## config.mk

```make
export PLATFORM = sky130hd
export DESIGN_NAME = fibonacci_mod_popcount_check
export DESIGN_NICKNAME = d
export VERILOG_FILES = /design/src/rtl/fmpc_pkg.sv /design/src/rtl/fmpc_modmul.sv /design/src/rtl/fmpc_core.sv /design/src/rtl/fibonacci_mod_popcount_check.sv
export SDC_FILE = /design/constraint.sdc
export NUM_CORES = 1
export LEC_CHECK = 0
export ABC_AREA = 0
export BUFFER_PORTS_ARGS = -buffer_cell sky130_fd_sc_hd__buf_2
export CORE_MARGIN = 3
export CORE_UTILIZATION = 55
export DETAILED_ROUTE_END_ITERATION = 10
export GPL_TIMING_DRIVEN = 0
export PLACE_DENSITY_LB_ADDON = 0.1
export REMOVE_ABC_BUFFERS = 1
export SLEW_MARGIN = 30
export SYNTH_ARGS = -nofsm -noshare
export SYNTH_HDL_FRONTEND = slang
export SYNTH_SLANG_ARGS = --single-unit
```

## constraint.sdc

```tcl
create_clock -name clk_i -period 8.3 [get_ports clk_i]
set_input_delay 1.245 -clock clk_i [delete_from_list [all_inputs] [get_ports clk_i]]
set_output_delay 1.245 -clock clk_i [all_outputs]
set_load 0.02 [all_outputs]
```

## src/rtl/fmpc_pkg.sv

```systemverilog
// Shared widths, constants and types of the Fibonacci residue checker.
package fmpc_pkg;

  localparam int unsigned DATA_W  = 31;
  localparam int unsigned IDX_W   = 31;
  localparam int unsigned GUESS_W = 6;
  localparam int unsigned CNT_W   = 5;
  localparam int unsigned EXP_W   = IDX_W + 1;
  localparam int unsigned STEP_W  = $clog2(DATA_W);

  localparam logic [DATA_W-1:0] MOD_RESET = DATA_W'(1000000007);

  typedef enum logic [2:0] {
    CS_IDLE,
    CS_CHECK,
    CS_SQCHK,
    CS_MUL_START,
    CS_MUL_WAIT,
    CS_DONE
  } core_state_e;

  // Partial products of one symmetric 2x2 matrix product, in issue order.
  typedef enum logic [2:0] {
    ST_P00,
    ST_P11,
    ST_P01,
    ST_P13,
    ST_P33
  } step_e;

  typedef struct packed {
    logic              start;
    logic [DATA_W-1:0] mcand;
    logic [DATA_W-1:0] mplier;
  } mul_req_t;

  typedef struct packed {
    logic idle;
    logic res_valid;
  } core_stat_t;

endpackage

```

## src/rtl/fmpc_modmul.sv

```systemverilog
// Bit-serial interleaved modular multiplier, one multiplier bit per cycle.
module fmpc_modmul (
  input  logic                      clk_i,
  input  logic                      rst_ni,
  input  fmpc_pkg::mul_req_t        req_i,
  input  logic [fmpc_pkg::DATA_W-1:0] mod_i,
  output logic                      done_o,
  output logic [fmpc_pkg::DATA_W-1:0] prod_o
);
  import fmpc_pkg::*;

  logic              busy_q, busy_d;
  logic              done_q, done_d;
  logic [STEP_W-1:0] cnt_q, cnt_d;
  logic [DATA_W-1:0] mcand_q, mcand_d;
  logic [DATA_W-1:0] mplier_q, mplier_d;
  logic [DATA_W-1:0] prod_q, prod_d;
  logic [DATA_W+2:0] sum, sub1, sub2;
  logic [DATA_W-1:0] step_res;

  // Doubling plus the selected multiplicand lies below three times the modulus,
  // so the three candidates are formed side by side and the smallest
  // non-negative one is kept.
  always_comb begin
    sum  = {2'b00, prod_q, 1'b0} + {3'b000, (mplier_q[DATA_W-1] ? mcand_q : '0)};
    sub1 = sum - {3'b000, mod_i};
    sub2 = sum - {2'b00, mod_i, 1'b0};
    if (!sub2[DATA_W+2]) begin
      step_res = sub2[DATA_W-1:0];
    end else if (!sub1[DATA_W+2]) begin
      step_res = sub1[DATA_W-1:0];
    end else begin
      step_res = sum[DATA_W-1:0];
    end
  end

  always_comb begin
    busy_d   = busy_q;
    done_d   = 1'b0;
    cnt_d    = cnt_q;
    mcand_d  = mcand_q;
    mplier_d = mplier_q;
    prod_d   = prod_q;
    if (req_i.start) begin
      busy_d   = 1'b1;
      cnt_d    = STEP_W'(DATA_W - 1);
      mcand_d  = req_i.mcand;
      mplier_d = req_i.mplier;
      prod_d   = '0;
    end else if (busy_q) begin
      prod_d   = step_res;
      mplier_d = {mplier_q[DATA_W-2:0], 1'b0};
      if (cnt_q == '0) begin
        busy_d = 1'b0;
        done_d = 1'b1;
      end else begin
        cnt_d = cnt_q - STEP_W'(1);
      end
    end
  end

  always_ff @(posedge clk_i or negedge rst_ni) begin
    if (!rst_ni) begin
      busy_q <= 1'b0;
      done_q <= 1'b0;
      cnt_q  <= '0;
    end else begin
      busy_q <= busy_d;
      done_q <= done_d;
      cnt_q  <= cnt_d;
    end
  end

  always_ff @(posedge clk_i) begin
    mcand_q  <= mcand_d;
    mplier_q <= mplier_d;
    prod_q   <= prod_d;
  end

  assign done_o = done_q;
  assign prod_o = prod_q;

endmodule

```

## src/rtl/fmpc_core.sv

```systemverilog
// Sequencer for square-and-multiply of the Fibonacci matrix on the shared multiplier.
module fmpc_core (
  input  logic                        clk_i,
  input  logic                        rst_ni,
  input  logic                        start_i,
  input  logic [fmpc_pkg::IDX_W-1:0]  index_i,
  input  logic [fmpc_pkg::DATA_W-1:0] mod_i,
  input  logic                        res_ack_i,
  input  logic                        mul_done_i,
  input  logic [fmpc_pkg::DATA_W-1:0] mul_prod_i,
  output fmpc_pkg::mul_req_t          mul_req_o,
  output fmpc_pkg::core_stat_t        stat_o,
  output logic [fmpc_pkg::DATA_W-1:0] residue_o
);
  import fmpc_pkg::*;

  core_state_e       state_q, state_d;
  step_e             step_q, step_d;
  logic              sq_q, sq_d;
  logic [EXP_W-1:0]  exp_q, exp_d;
  // Powers of the matrix stay symmetric, so each keeps three entries:
  // upper left, off diagonal, lower right.
  logic [DATA_W-1:0] a0_q, a0_d, a1_q, a1_d, a3_q, a3_d;
  logic [DATA_W-1:0] b0_q, b0_d, b1_q, b1_d, b3_q, b3_d;
  logic [DATA_W-1:0] t0_q, t0_d, t1_q, t1_d, c0_q, c0_d, c1_q, c1_d;
  logic [DATA_W-1:0] one_m;
  logic [DATA_W-1:0] op_0, op_1, op_3;
  logic [DATA_W-1:0] add_x, add_res;
  logic [DATA_W:0]   add_sum;

  assign one_m = (mod_i == DATA_W'(1)) ? '0 : DATA_W'(1);

  // Left operand is the base itself when squaring.
  assign op_0 = sq_q ? b0_q : a0_q;
  assign op_1 = sq_q ? b1_q : a1_q;
  assign op_3 = sq_q ? b3_q : a3_q;

  assign add_x   = (step_q == ST_P33) ? t1_q : t0_q;
  assign add_sum = {1'b0, add_x} + {1'b0, mul_prod_i};
  always_comb begin
    if (add_sum >= {1'b0, mod_i}) begin
      add_res = DATA_W'(add_sum - {1'b0, mod_i});
    end else begin
      add_res = add_sum[DATA_W-1:0];
    end
  end

  always_ff @(posedge clk_i or negedge rst_ni) begin
    if (!rst_ni) begin
      state_q <= CS_IDLE;
    end else begin
      state_q <= state_d;
    end
  end

  always_ff @(posedge clk_i) begin
    step_q <= step_d;
    sq_q   <= sq_d;
    exp_q  <= exp_d;
    a0_q   <= a0_d;
    a1_q   <= a1_d;
    a3_q   <= a3_d;
    b0_q   <= b0_d;
    b1_q   <= b1_d;
    b3_q   <= b3_d;
    t0_q   <= t0_d;
    t1_q   <= t1_d;
    c0_q   <= c0_d;
    c1_q   <= c1_d;
  end

  always_comb begin
    state_d          = state_q;
    step_d           = step_q;
    sq_d             = sq_q;
    exp_d            = exp_q;
    a0_d             = a0_q;
    a1_d             = a1_q;
    a3_d             = a3_q;
    b0_d             = b0_q;
    b1_d             = b1_q;
    b3_d             = b3_q;
    t0_d             = t0_q;
    t1_d             = t1_q;
    c0_d             = c0_q;
    c1_d             = c1_q;
    mul_req_o.start  = 1'b0;
    mul_req_o.mcand  = op_0;
    mul_req_o.mplier = b0_q;
    stat_o.idle      = 1'b0;
    stat_o.res_valid = 1'b0;

    unique case (step_q)
      ST_P00: begin
        mul_req_o.mcand  = op_0;
        mul_req_o.mplier = b0_q;
      end
      ST_P11: begin
        mul_req_o.mcand  = op_1;
        mul_req_o.mplier = b1_q;
      end
      ST_P01: begin
        mul_req_o.mcand  = op_0;
        mul_req_o.mplier = b1_q;
      end
      ST_P13: begin
        mul_req_o.mcand  = op_1;
        mul_req_o.mplier = b3_q;
      end
      ST_P33: begin
        mul_req_o.mcand  = op_3;
        mul_req_o.mplier = b3_q;
      end
      default: begin
        mul_req_o.mcand  = op_0;
        mul_req_o.mplier = b0_q;
      end
    endcase

    unique case (state_q)
      CS_IDLE: begin
        stat_o.idle = 1'b1;
        if (start_i) begin
          exp_d   = {1'b0, index_i} + EXP_W'(1);
          b0_d    = one_m;
          b1_d    = one_m;
          b3_d    = '0;
          a0_d    = one_m;
          a1_d    = '0;
          a3_d    = one_m;
          state_d = CS_CHECK;
        end
      end
      CS_CHECK: begin
        if (exp_q == '0) begin
          state_d = CS_DONE;
        end else if (exp_q[0]) begin
          sq_d    = 1'b0;
          step_d  = ST_P00;
          state_d = CS_MUL_START;
        end else begin
          state_d = CS_SQCHK;
        end
      end
      CS_SQCHK: begin
        // The last squaring would never be used, so it is skipped.
        if ((exp_q >> 1) != '0) begin
          sq_d    = 1'b1;
          step_d  = ST_P00;
          state_d = CS_MUL_START;
        end else begin
          exp_d   = exp_q >> 1;
          state_d = CS_CHECK;
        end
      end
      CS_MUL_START: begin
        mul_req_o.start = 1'b1;
        state_d         = CS_MUL_WAIT;
      end
      CS_MUL_WAIT: begin
        if (mul_done_i) begin
          state_d = CS_MUL_START;
          unique case (step_q)
            ST_P00: begin
              t0_d   = mul_prod_i;
              step_d = ST_P11;
            end
            ST_P11: begin
              t1_d   = mul_prod_i;
              c0_d   = add_res;
              step_d = ST_P01;
            end
            ST_P01: begin
              t0_d   = mul_prod_i;
              step_d = ST_P13;
            end
            ST_P13: begin
              c1_d   = add_res;
              step_d = ST_P33;
            end
            ST_P33: begin
              if (sq_q) begin
                b0_d    = c0_q;
                b1_d    = c1_q;
                b3_d    = add_res;
                exp_d   = exp_q >> 1;
                state_d = CS_CHECK;
              end else begin
                a0_d    = c0_q;
                a1_d    = c1_q;
                a3_d    = add_res;
                state_d = CS_SQCHK;
              end
            end
            default: begin
              step_d = ST_P00;
            end
          endcase
        end
      end
      CS_DONE: begin
        stat_o.res_valid = 1'b1;
        if (res_ack_i) begin
          state_d = CS_IDLE;
        end
      end
      default: begin
        state_d = CS_IDLE;
      end
    endcase
  end

  assign residue_o = a1_q;

endmodule

```

## src/rtl/fibonacci_mod_popcount_check.sv

```systemverilog
// Top level: Fibonacci residue by matrix powering, with a bit-count check.
//
// Usage: an input beat carries index_i (n) and guess_i. The block returns one
// output beat per input beat with F(n+1) mod the configured modulus, the count
// of one bits in that residue and a flag that the count equals the guess.
// Both channels move a beat at a clock edge with valid high and stall low.
// The modulus register is written through cfg_we_i/cfg_wdata_i; the user must
// write it only while no beat is in flight, as the block does not enforce this;
// values below two act as a modulus of one. Each 2x2 matrix product takes five
// modular multiplies on the one bit-serial multiplier. With e = n+1, an item
// needs popcount(e) + bitlength(e) - 1 matrix products. Items are processed one
// at a time; in_stall_o is high while an item is being computed.
// The result sits in an output register, so a new input beat is taken while
// the receiver stalls the previous result; the core then waits with its
// finished result until that register frees up.
// Reset clears all handshake state and loads the modulus 1000000007.
module fibonacci_mod_popcount_check #(
  parameter int unsigned INDEX_BITS = 31
) (
  input  logic                         clk_i,
  input  logic                         rst_ni,
  input  logic                         in_valid_i,
  output logic                         in_stall_o,
  input  logic [fmpc_pkg::IDX_W-1:0]   index_i,
  input  logic [fmpc_pkg::GUESS_W-1:0] guess_i,
  output logic                         out_valid_o,
  input  logic                         out_stall_i,
  output logic [fmpc_pkg::DATA_W-1:0]  fib_residue_o,
  output logic [fmpc_pkg::CNT_W-1:0]   bit_count_o,
  output logic                         match_o,
  input  logic                         cfg_we_i,
  input  logic [fmpc_pkg::DATA_W-1:0]  cfg_wdata_i
);
  import fmpc_pkg::*;

  function automatic logic [CNT_W-1:0] ones31(input logic [DATA_W-1:0] v);
    logic [31:0] x;
    logic [7:0]  s;
    x = {1'b0, v};
    x = x - ((x >> 1) & 32'h5555_5555);
    x = (x & 32'h3333_3333) + ((x >> 2) & 32'h3333_3333);
    x = (x + (x >> 4)) & 32'h0F0F_0F0F;
    s = x[7:0] + x[15:8] + x[23:16] + x[31:24];
    return s[CNT_W-1:0];
  endfunction

  logic [DATA_W-1:0]  mod_q, mod_d;
  logic [DATA_W-1:0]  mod_eff;
  logic [GUESS_W-1:0] guess_q, guess_d;
  logic               out_valid_q, out_valid_d;
  logic [DATA_W-1:0]  res_q, res_d;
  logic [CNT_W-1:0]   cnt_q, cnt_d;
  logic               match_q, match_d;
  logic [IDX_W-1:0]   index_used;
  logic               accept;
  logic               res_ack;
  core_stat_t         core_stat;
  mul_req_t           mul_req;
  logic               mul_done;
  logic [DATA_W-1:0]  mul_prod;
  logic [DATA_W-1:0]  core_res;

  always_comb begin
    for (int i = 0; i < IDX_W; i++) begin
      index_used[i] = index_i[i] & (i < INDEX_BITS);
    end
  end

  assign mod_eff    = (mod_q < DATA_W'(2)) ? DATA_W'(1) : mod_q;
  assign in_stall_o = !core_stat.idle;
  assign accept     = in_valid_i && !in_stall_o;
  assign res_ack    = core_stat.res_valid && (!out_valid_q || !out_stall_i);

  fmpc_modmul u_modmul (
    .clk_i  (clk_i),
    .rst_ni (rst_ni),
    .req_i  (mul_req),
    .mod_i  (mod_eff),
    .done_o (mul_done),
    .prod_o (mul_prod)
  );

  fmpc_core u_core (
    .clk_i      (clk_i),
    .rst_ni     (rst_ni),
    .start_i    (accept),
    .index_i    (index_used),
    .mod_i      (mod_eff),
    .res_ack_i  (res_ack),
    .mul_done_i (mul_done),
    .mul_prod_i (mul_prod),
    .mul_req_o  (mul_req),
    .stat_o     (core_stat),
    .residue_o  (core_res)
  );

  always_comb begin
    mod_d       = cfg_we_i ? cfg_wdata_i : mod_q;
    guess_d     = accept ? guess_i : guess_q;
    out_valid_d = out_valid_q && out_stall_i;
    res_d       = res_q;
    cnt_d       = cnt_q;
    match_d     = match_q;
    if (res_ack) begin
      out_valid_d = 1'b1;
      res_d       = core_res;
      cnt_d       = ones31(core_res);
      match_d     = ({1'b0, ones31(core_res)} == guess_q);
    end
  end

  always_ff @(posedge clk_i or negedge rst_ni) begin
    if (!rst_ni) begin
      mod_q       <= MOD_RESET;
      out_valid_q <= 1'b0;
    end else begin
      mod_q       <= mod_d;
      out_valid_q <= out_valid_d;
    end
  end

  always_ff @(posedge clk_i) begin
    guess_q <= guess_d;
    res_q   <= res_d;
    cnt_q   <= cnt_d;
    match_q <= match_d;
  end

  assign out_valid_o   = out_valid_q;
  assign fib_residue_o = res_q;
  assign bit_count_o   = cnt_q;
  assign match_o       = match_q;

`ifndef SYNTHESIS
  // An accepted beat keeps the core busy on the following cycle.
  a_accept_busy: assert property (@(posedge clk_i) disable iff (!rst_ni)
    accept |=> in_stall_o)
    else $error("core not busy after accepting a beat");

  // The output register is only loaded from a finished core result.
  a_ack_needs_result: assert property (@(posedge clk_i) disable iff (!rst_ni)
    res_ack |-> (core_stat.res_valid && !core_stat.idle))
    else $error("result taken from core without a finished result");

  // A zero bit count goes with a zero residue and nothing else.
  a_count_consistent: assert property (@(posedge clk_i) disable iff (!rst_ni)
    out_valid_o |-> ((bit_count_o == '0) == (fib_residue_o == '0)))
    else $error("bit count disagrees with residue");
`endif

endmodule

```

# After elaboration in Yosys (flattened, before gate mapping)

Index checks and enable logic that the tools add are counted.

Flip-flop bits (word level): 524
Bits in latches: 0
Bits in writable memories: 0
ROM bits: 0
Word-level logic and storage cells: 169
Memories kept: 0

Add/subtract/negate cells: 13
$mul: 0
Divide/modulo/power cells: 0
Order comparisons: 2
Eq/ne operators: 23
Shift operators: 0
Multiplexer cells: 77
Bitwise operators: 0
Reduce and logical (&&, ||, !) cells: 28

Operators with widths:

| cell                                                         | number |
|---|---|
| two-way mux 31 bit                                           | 31 |
| one-hot mux 31 bit (2 select lines)                          | 6 |
| one-hot mux 62 bit (4 select lines)                          | 1 |
| two-way mux 32 bit                                           | 5 |
| one-hot mux 32 bit (3 select lines)                          | 1 |
| subtractor 34 x 31 -> 34 bit                                 | 1 |
| subtractor 34 x 32 -> 34 bit                                 | 1 |
| adder 32 x 31 -> 33 bit                                      | 1 |
| adder 31 x 1 -> 32 bit (second input constant)               | 1 |
| adder 31 x 31 -> 32 bit                                      | 1 |
| greater-or-equal comparator 32 x 31 -> 1 bit                 | 1 |
| logical NOT 32 bit                                           | 1 |
| nonzero test 32 bit                                          | 1 |
| subtractor 31 x 29 -> 32 bit                                 | 1 |
| adder 30 x 30 -> 31 bit                                      | 1 |
| == test 31 x 1 -> 1 bit (second input constant)              | 1 |
| less-than comparator 31 x 2 -> 1 bit (second input constant) | 1 |
| subtractor 31 bit                                            | 1 |
| adder 28 x 27 -> 28 bit                                      | 1 |
| two-way mux 3 bit                                            | 9 |
| one-hot mux 3 bit (6 select lines)                           | 1 |
| inequality test 2 bit (second input constant)                | 8 |
| two-way mux 1 bit                                            | 15 |
| two-way mux 5 bit                                            | 3 |
| other kinds (25)                                             | 49 |

# Logic depth before layout (Yosys ltp)

Gate-level depths: netlist (run 1).

Depth in word-level cells: 9
Depth in mapped cells: 31
Gate-level depth less buffers: 28

# Hierarchy

Synthesis (run 1) repeated with hierarchy kept, for this count alone.

Cell total of the unflattened synthesis: 3077
Area, all modules: 32642.6 µm²

Modules (own cells, without submodules):

| module                       | times used | cells each | area an instance (µm²) | seq. area each (µm²) |
|---|---|---|---|---|
| fmpc_core                    | 1          | 1623       | 18525.3                | 10465.0 |
| fmpc_modmul                  | 1          | 987        | 8902.3                 | 2657.5 |
| fibonacci_mod_popcount_check | 1          | 467        | 5215.0                 | 2112.0 |

# Least setup slack after synthesis (run 1)

Ideal clock, no wire load.

Path kind: in2reg
From: in in_valid_i
To: reg u_core.exp_q[0] (enable)
Arrival: 6499 ps
Required time: 7705 ps
Slack: 1206 ps
Cell stages on the path: 4
Path buffers: 0
Cells stage by stage: inv_1 -> a21oi_1 -> a31oi_1 -> a2111oi_0

Longest elaborated chain between the ends: 3

Ends and longest elaborated chain:

| item                            | RTL line                           | source |
|---|---|---|
| start: declaration              | fibonacci_mod_popcount_check.sv:22 | `input logic in_valid_i,` |
| logical AND 1 bit               | fibonacci_mod_popcount_check.sv:71 | `assign accept = in_valid_i && !in_stall_o;` |
| inequality test 2 bit (no line) | n/a                                |  |
| AND reduction 6 bit (no line)   | n/a                                |  |
| end signal: assignment          | fmpc_core.sv:59                    | `exp_q <= exp_d;` |
| end: declaration                | fmpc_core.sv:20                    | `logic [EXP_W-1:0] exp_q, exp_d;` |

Every way passes these cells.
A chain may end at the register's enable or synchronous reset.

# Worst setup path after layout (run 1)

From: reg u_modmul.mplier_q[30]
To: reg u_modmul.prod_q[1] (netlist: u_modmul.prod_o[1])

Longest elaborated chain between the ends: 5

Ends and longest elaborated chain:

| item                         | RTL line          | source |
|---|---|---|
| start: declaration           | fmpc_modmul.sv:16 | `logic [DATA_W-1:0] mplier_q, mplier_d;` |
| start signal: assignment     | fmpc_modmul.sv:76 | `mplier_q <= mplier_d;` |
| two-way mux 31 bit (*)       | fmpc_modmul.sv:25 | `sum = {2'b00, prod_q, 1'b0} + {3'b000, (mplier_q[DATA_W-1] ? mcand_q : '0)};` |
| adder 32 x 31 -> 33 bit (*)  | fmpc_modmul.sv:25 |  |
| subtractor 34 x 31 -> 34 bit | fmpc_modmul.sv:26 | `sub1 = sum - {3'b000, mod_i};` |
| two-way mux 31 bit           | fmpc_modmul.sv:30 | `end else if (!sub1[DATA_W+2]) begin` |
| two-way mux 31 bit (*)       | fmpc_modmul.sv:28 | `if (!sub2[DATA_W+2]) begin` |
| end signal: assignment       | fmpc_modmul.sv:77 | `prod_q <= prod_d;` |
| end: declaration             | fmpc_modmul.sv:17 | `logic [DATA_W-1:0] prod_q, prod_d;` |

Mark *: on every way between the ends. The rest lies on a longest branch, timed or not.

==> results of run 1 <==
[registers in the layout (all words and copies together) (netlist names), 5 cells and up]
register           cells
u_core.b1_q           31
u_core.c1_q           31
bit_count_o            5
u_core.b3_q           31
u_core.a0_q           31
u_modmul.prod_o       31
u_core.b0_q           31
u_modmul.mcand_q      31
u_core.residue_o      31
guess_q                6
u_core.t0_q           31
mod_q                 31
u_modmul.cnt_q         5
u_core.t1_q           31
u_core.a3_q           31
fib_residue_o         31
u_core.c0_q           31
u_modmul.mplier_q     31
u_core.exp_q          32
[worst paths after layout]
check	endpoint	slack [ps]	cells after the start
min in group asynchronous	u_core.state_q[1]	640	1
min	fib_residue_o[14]	530	0
max reg2reg	u_modmul.prod_o[1]	960	23
max in group asynchronous	u_core.state_q[2]	7180	1
min reg2reg	fib_residue_o[14]	530	0
max	u_modmul.prod_o[1]	960	23
[stage by stage]
step	hold WS, ps	area (um^2)	std cells	TNS (ps)	utilization
6_report	531	35900	3918	0	0.632
5_1_grt	551	35900	3918	0	0.632
4_1_cts	533	35800	3918	0	0.632
3_5_place_dp	514	33800	3811	0	0.595
3_3_place_gp	508	32800	3758	-869750	0.578
2_1_floorplan	466	31300	2891	-20590	-
[synth_stat cells (all sizes together), types with 5 or more instances]
cell type and number:
edfxtp 451, nand2 355, ha 217, a21oi 182, o21ai 170, nor2 166
inv 160, xnor2 124, clkbuf 93, a21o 85, and3 84, mux2i 71
xor2 67, and2 64, a31oi 51, nand3 51, mux2 48, o211ai 39
o221ai 38, nor3 35, o21a 35, a22oi 34, dfxtp 31, nand4 29
dfrtp 26, a211oi 25, fa 25, nor4 25, nand2b 24, nor2b 23
buf 22, dfstp 16, o21bai 16, a21boi 15, o31ai 11, or3 8
and4 7, a2111oi 6, o211a 6, a221oi 5, o22ai 5, or2 5
or4 5
[cells by family after synthesis]
family,share of synthesized area
buffers and inverters,0.0335
xor gates and xnor gates,0.0527
DFF,0.480
and+or+nand+nor,0.133
AOI/OAI and AO/OA,0.159
adders and majority gates,0.101
muxes,0.0406
[layout make-up]
| type | instances | area (um^2) |
|---|---|---|
| Multi-Input combinational cell | 2207 | 15500 |
| Fill cell | 4476 | 20900 |
| Timing Repair Buffer | 164 | 1440 |
| Clock inverter | 37 | 558 |
| Sequential cell | 524 | 15200 |
| Clock buffer | 70 | 1530 |
| Tap cell | 756 | 946 |
| Inverter | 160 | 606 |
[worst max-delay path: stages (launching register included)]
cell and delay (ps):
edfxtp_1 680, buf_6 270, and2_1 260, ha_1 230
inv_1 70, fa_1 400, nor2b_1 200, o21bai_1 130
a211o_2 370, a31oi_1 350, or4_1 170, a31oi_1 130
xnor2_1 400, ha_1 380, o21a_1 230, a211oi_2 250
o21ai_1 100, a21o_1 160, a31o_1 280, nor2b_4 180
or3_1 750, nor2_4 650, nand2_1 350, o22ai_1 230
[layer usage]
metal | vias up | wire length (um) | share of wire | track usage
met5 | - | 0 | 0 | 0
met4 | 0 | 2880 | 0.035 | 0.0967
met3 | 157 | 5530 | 0.067 | 0.0380
met2 | 858 | 38600 | 0.46 | 0.446
met1 | 11700 | 36200 | 0.43 | 0.375
li1 | 11300 | - | - | -
==> reports/results.ini, run 1 <==
[yosys]
async_flop_share=0.0802
synthCells=3006
synth_area_leaders=edfxtp_1, ha_1, nand2_1
synth_edf_count=451
ys_ff_latch=524
postSynthAreaPerCell_um2=10.6
synthDistinctLibCells=91
yosysWarnings=0
yosys.area.top_type=edfxtp_1
ys_seq_area_frac=0.480
netlist_area_mm2=0.0317
synth_top_area_share=0.427
synth_ff_type=edfxtp_1

[critical_path]
cp-start-kind=register
worstPathRequired_ps=8840
cp-end-kind=register
startpoint=u_modmul.mplier_q[30]
worstPathArrival_ps=7880
crit_path_max_fanout=25
setup.worst_path.class=reg2reg
r2r-start=u_modmul.mplier_q[30]

[layout]
layout_common_cells=edfxtp_1, nand2_1, ha_1
nets=3429
syn_to_final_growth_pct=13.0
final_common_cell=edfxtp_1
drive_gt1_frac=0.118
antenna_cells=0

[outcome]
outcome=complete, no violations

[flow_run]
drv_cap=0

[detailed_routing]
drt_iter0_markers=1904
detail-route-antenna-nets=0
vias=24000
drc=0
drt-vias-per-instance=6.12
routed_wl_mm=83.2
wire_per_inst_um=21.2
drt_pass1_iterations=6

[clock_network]
worstSkewPairLatency_ps=640
cts_sinks=524
cts_tree=yes
cts.clk_slew.worst_paths_ps=60
hold_buffers=0
cts_root_buf=clkbuf_16
cts_setup_buffers=0
cts_inserted_buffers=57
ctsResizeCount=0
ctsHtreeMaxLevel=2
cts_max_path_buffers=3

[floorplan]
ios=112
coreArea_mm2=0.0567
die_w_um=246
fp-row-count=87
die_y_um=246
fp.dieArea_mm2=0.0606
initial_utilization=0.559

[timing]
rsz0062_at_grt=false
fmax_mhz=136
skew_ps=40.8
slew_headroom=0.401
hold_violations=0
fin_crit_ps=7340
finalSetupViolCount=0
period_share=0.884
tightest_slew_ps=895
slew_violations=0
postLayoutSetupSlackWorst_ps=960

[global_routing]
grt_pass1_vias=23600
grt_max_degree=62
grt_pass1_wl_mm=129
grt_antenna_before_repair=0
grt_overflow=0
track_usage=0.273

[min_path]
hold_path.class=reg2reg
min_from=u_core.residue_o[14]

[placement]
io_buffers=111
dpl.hpwl_mm=61.3
dpl_worst_slack_ps=754
routabilityCongestion=0.914

Power of run 1 is left out: the tool's default activity adds up to more than one toggle a clock period on the data nets, which glitch-free logic cannot reach.
==> run 2, diff against run 1 <==
PLACE_DENSITY = 0.82   (was default)
PLACE_DENSITY_LB_ADDON = default   (was 0.1)
==> run 2 against run 1 <==
  * Clock skew decreased by 20 ps
  * Global-route usage decreased by 0.25 points
  * Cell area decreased by 0.74%
  * Critical endpoint unchanged
==> reports/results.ini, run 2 (same netlist as run 1, synthesis figures left out) <==
[clock_network]
worstSkewPairLatency_ps=620  ; -20 ps
cts_root_buf=clkbuf_16
cts_inserted_buffers=53  ; -7.0%
cts_max_path_buffers=3  ; unchanged
ctsHtreeMaxLevel=2  ; unchanged
cts_setup_buffers=0  ; unchanged
cts.clk_slew.worst_paths_ps=60  ; about the same
cts_tree=yes
ctsResizeCount=0  ; unchanged
hold_buffers=0  ; unchanged
cts_sinks=524  ; unchanged

[layout]
drive_gt1_frac=0.118  ; about the same
fillers=4194  ; -6.3%
top_register=u_core.exp_q
layout_common_cells=edfxtp_1, nand2_1, ha_1
syn_to_final_growth_pct=12.2
largest_reg_flops=32  ; unchanged
nets=3423  ; -0.17%
final_common_cell=edfxtp_1

[timing]
finalSetupViolCount=0  ; unchanged
skew_ps=20.6  ; -20.2 ps
fmax_mhz=140  ; +3.1%
tightest_slew_ps=960  ; +65.4 ps
slew_headroom=0.360  ; -0.0414
hold_violations=0  ; unchanged
rsz0062_at_grt=false
period_share=0.858  ; -0.0264
fin_crit_ps=7120  ; -219 ps
finalSetupTns_ps=0  ; unchanged
slew_violations=0  ; unchanged

[detailed_routing]
drt_iter0_markers=2473  ; +30%
vias=24200  ; +0.97%
routed_wl_mm=83.0  ; -0.22%
drt_pass1_iterations=5  ; -1
wire_per_inst_um=21.2  ; about the same
drt-vias-per-instance=6.19  ; +1.2%
drc=0  ; unchanged
detail-route-antenna-nets=0  ; unchanged

[critical_path]
r2r_setup_slack_ps=1180  ; +220 ps
cp-start-kind=register
worstPathArrival_ps=7660  ; -220 ps
cp-end-kind=register
crit_path_max_fanout=25  ; unchanged
worstPathRequired_ps=8830  ; about the same
r2r-start=u_modmul.mplier_q[30]
r2r_end=u_modmul.prod_o[1]
r2r_cells=23  ; unchanged
setup.worst_path.class=reg2reg

[floorplan]
die_y_um=246  ; unchanged
fp-row-count=87  ; unchanged
coreArea_mm2=0.0567  ; unchanged
die_w_um=246  ; unchanged
fp.dieArea_mm2=0.0606  ; unchanged
ios=112  ; unchanged
initial_utilization=0.559  ; unchanged

[flow_run]
drv_cap=0  ; unchanged

[placement]
dpl.hpwl_mm=61.7  ; +0.73%
io_buffers=111  ; unchanged
routabilityCongestion=0.922  ; +0.78%

[global_routing]
grt_antenna_before_repair=4  ; +4
grt_max_degree=67  ; +8.1%
track_usage=0.271  ; -0.00245
grt_pass1_wl_mm=130  ; +0.12%
grt_pass1_vias=24200  ; +2.6%
grt_overflow=0  ; unchanged

[min_path]
hold_path.class=reg2reg
hold_depth=0  ; unchanged
min_from=u_core.residue_o[3]
hold_end=fib_residue_o[3]

[outcome]
outcome=complete, no violations

run 2: changes by cell type in the layout (fill, tap and decap cells not counted), sizes merged:
cell / delta
clkbuf: -10
bufinv: -5
inv: +5
clkinv: +3
buf: -2
clkinvlp: -1
diode: +1
run 2: how the worst max path moves through the flow:
stage                               start                 end  slack [ps]  cells after the start
finish              u_modmul.mplier_q[30]  u_modmul.prod_o[1]        1180                     23
global route        u_modmul.mplier_q[30]  u_modmul.prod_o[1]         700                     23
CTS                 u_modmul.mplier_q[30]  u_modmul.prod_o[1]         780                     23
detailed placement  u_modmul.mplier_q[30]  u_modmul.prod_o[1]         810                     23
global placement        u_core.state_q[0]     u_core.t1_q[25]       -5000                      4
floorplan                     u_core.sq_q     u_core.exp_q[0]        -640                      2
run 2: stage by stage:
stage               area [um^2]  setup WS, ps  hold slack (ps)  utilization  std cells
CTS                       35600           784              538        0.627       3908
global route              35600           698              556        0.627       3908
detailed placement        33700           807              518        0.595       3809
finish                    35600          1180              541        0.627       3909
global placement          32800         -5000              505        0.578       3758
floorplan                 31300          -643              466            -       2891
run 2: per-layer routing:
layer  track usage  wire length [um]  part of all wire
met2         0.472             41000              0.49
met4        0.0915              2470             0.030
met5             0                20           0.00024
met3        0.0341              5830             0.070
met1         0.350             33700              0.41
run 2: cell type report:
class | instances | area, um^2 | share of cell area
multi-input combinational | 2207 | 15500 | 0.437
sequential | 524 | 15200 | 0.428
timing repair buffer | 162 | 1400 | 0.0394
clock buffer | 60 | 1390 | 0.0391
tap | 756 | 946 | 0.0266
inverter | 160 | 606 | 0.0170
clock inverter | 39 | 462 | 0.0130
antenna | 1 | 2.50 | 0.0000703
run 2: worst max-delay path, stage by stage, from the launching register on:
cell	delay [ps]
edfxtp_1	600
buf_6	260
and2_1	250
ha_1	220
inv_1	60
fa_1	410
nor2b_1	170
o21bai_1	120
a211o_2	360
a31oi_1	380
or4_1	180
a31oi_1	140
xnor2_1	350
ha_1	370
o21a_1	230
a211oi_2	230
o21ai_1	100
a21o_1	150
a31o_1	250
nor2b_4	160
or3_1	770
nor2_4	650
nand2_1	340
o22ai_1	260
Power of run 2 is left out for the same reason.
==> run 3, diff against run 2 <==
BUFFER_PORTS_ARGS = default   (was -buffer_cell sky130_fd_sc_hd__buf_2)
DONT_BUFFER_PORTS = 1   (was default)
PLACE_DENSITY = 0.8   (was 0.82)
SETUP_SLACK_MARGIN = 0.3   (was default)
==> run 3 against run 2 <==
  * First-iteration DRC count shrank 9.5%
  * Core utilization shrank 1.0 points
  * Setup slack lost 69 ps
  * Register-to-register slack lost 70 ps
  * Routed wire length shrank 0.65%
  * Cell area shrank 1.6%
  * Clock skew grew 7.3 ps
==> reports/results.ini, run 3 (same netlist as run 1, synthesis figures left out) <==
[placement]
routabilityCongestion=1.01  ; +10%
dpl_worst_slack_ps=966  ; +159 ps
io_buffers=0  ; -100%
dpl.hpwl_mm=60.1  ; -2.5%

[detailed_routing]
drc=0  ; unchanged
detail-route-antenna-nets=0  ; unchanged
drt_pass1_iterations=6  ; +1
wire_per_inst_um=21.7  ; +2.2%
routed_wl_mm=82.4  ; -0.65%
drt-vias-per-instance=6.30  ; +1.7%
vias=23900  ; -1.1%
drt_iter0_markers=2238  ; -9.5%

[critical_path]
r2r-start=u_modmul.mplier_q[30]
r2r_setup_slack_ps=1110  ; -70 ps
worstPathRequired_ps=8830  ; about the same
slowest_delay_ps=760  ; about the same
cp_cell_sequence=buf_6 -> and2_1 -> ha_1 -> inv_1 -> fa_1 -> nor2b_1 -> o21bai_1 -> a211o_2 -> a31oi_1 -> or4_1 -> a31oi_1 -> xnor2_1 -> ha_1 -> o21a_1 -> a211oi_2 -> o21ai_1 -> a21o_1 -> a31o_1 -> nor2b_4 -> or3_1 -> nor2_4 -> nand2_1 -> o22ai_1
r2r_cells=23  ; unchanged
crit_slowest_cell=or3_1
path_buf_inv=2  ; unchanged
crit_path_max_fanout=25  ; unchanged
cp_top_family=simple AND/OR/NAND/NOR gates
r2r_end=u_modmul.prod_o[1]
cp-end-kind=register
setup.worst_path.class=reg2reg
worstPathArrival_ps=7720  ; +60 ps
cp-start-kind=register

[global_routing]
grt_antenna_before_repair=4  ; unchanged
grt_max_degree=74  ; +10%
use_met1=0.348  ; -0.00220
grt_pass1_wl_mm=128  ; -1.2%
grt_overflow=0  ; unchanged
use_met3=0.0370  ; +0.00294
met2_usage=0.466  ; -0.00544
grt_busiest_layer=met2
track_usage=0.268  ; -0.00312
grt_pass1_vias=23400  ; -3.3%

[timing]
slew_violations=0  ; unchanged
fin_crit_ps=7190  ; +69.4 ps
skew_ps=28.0  ; +7.35 ps
period_share=0.866  ; +0.00836
rsz0062_at_grt=false
finalSetupViolCount=0  ; unchanged
fmax_mhz=139  ; -0.96%
slew_headroom=0.291  ; -0.0688
postLayoutSetupSlackWorst_ps=1110  ; -69.4 ps
tightest_slew_ps=1050  ; +93.5 ps
hold_violations=0  ; unchanged

[floorplan]
fp.dieArea_mm2=0.0606  ; unchanged
die_w_um=246  ; unchanged
initial_utilization=0.559  ; unchanged
ios=112  ; unchanged
die_y_um=246  ; unchanged
fp-row-count=87  ; unchanged
coreArea_mm2=0.0567  ; unchanged

[layout]
top_register=u_core.exp_q
largest_reg_flops=32  ; unchanged
final_common_cell=edfxtp_1
drive_gt1_frac=0.0851  ; -0.0326
layout_common_cells=edfxtp_1, nand2_1, ha_1
syn_to_final_growth_pct=10.4
nets=3314  ; -3.2%

[clock_network]
cts_max_path_buffers=3  ; unchanged
cts_inserted_buffers=54  ; +1.9%
ctsHtreeMaxLevel=2  ; unchanged
ctsResizeCount=0  ; unchanged
cts_root_buf=clkbuf_16
cts_sinks=524  ; unchanged
cts.clk_slew.worst_paths_ps=60  ; about the same
worstSkewPairLatency_ps=620  ; about the same
hold_buffers=0  ; unchanged
cts_tree=yes
cts_setup_buffers=0  ; unchanged

[outcome]
outcome=complete, no violations

[min_path]
hold_path.class=in2async

[flow_run]
drv_cap=0  ; unchanged

run 3: layout make-up:
type,instances,area (um^2)
multi-input combinational,2207,15500
clock inverter,41,460
tap,756,946
timing repair buffer,52,825
fill,4247,21700
sequential,524,15200
clock buffer,60,1410
inverter,160,606
antenna,1,2.50
run 3: worst max-delay path by stage:
stage,start,endpoint,slack (ps),depth (start not counted)
floorplan,u_core.sq_q,u_core.exp_q[0],-640,2
global placement,u_core.state_q[0],u_core.t1_q[26],-4890,4
detailed placement,u_modmul.mplier_q[30],u_modmul.prod_o[1],970,22
CTS,u_modmul.mplier_q[30],u_modmul.prod_o[1],910,22
global route,u_core.step_q[0],u_core.b3_q[29],670,28
finish,u_modmul.mplier_q[30],u_modmul.prod_o[1],1110,23
run 3: routing by layer:
metal | vias to the layer above | wire (um) | part of all wire
li1 | 11100 | - | -
met1 | 11600 | 33500 | 0.41
met2 | 1046 | 40600 | 0.49
met3 | 147 | 6130 | 0.074
met4 | 6 | 2140 | 0.026
met5 | - | 42 | 0.00051
run 3: metrics by stage:
stage | util | std cells | hold slack [ps] | instance area [um^2] | setup TNS (ps)
floorplan | - | 2891 | 466 | 31300 | -20590
global placement | 0.568 | 3647 | 508 | 32200 | -737210
detailed placement | 0.584 | 3698 | 518 | 33100 | 0
CTS | 0.617 | 3799 | 299 | 35000 | 0
global route | 0.617 | 3800 | 297 | 35000 | 0
finish | 0.617 | 3801 | 317 | 35000 | 0
run 3: worst register-to-register path, delay by kind of cell, from the launching register on:
| family | cells | cell delay, ps |
|---|---|---|
| fa+ha+maj | 3 | 1040 |
| buf+inv | 2 | 330 |
| xor+xnor | 1 | 380 |
| compound gates | 10 | 2220 |
| flops | 1 | 520 |
| simple gates | 7 | 2670 |
Power of run 3 is left out for the same reason.
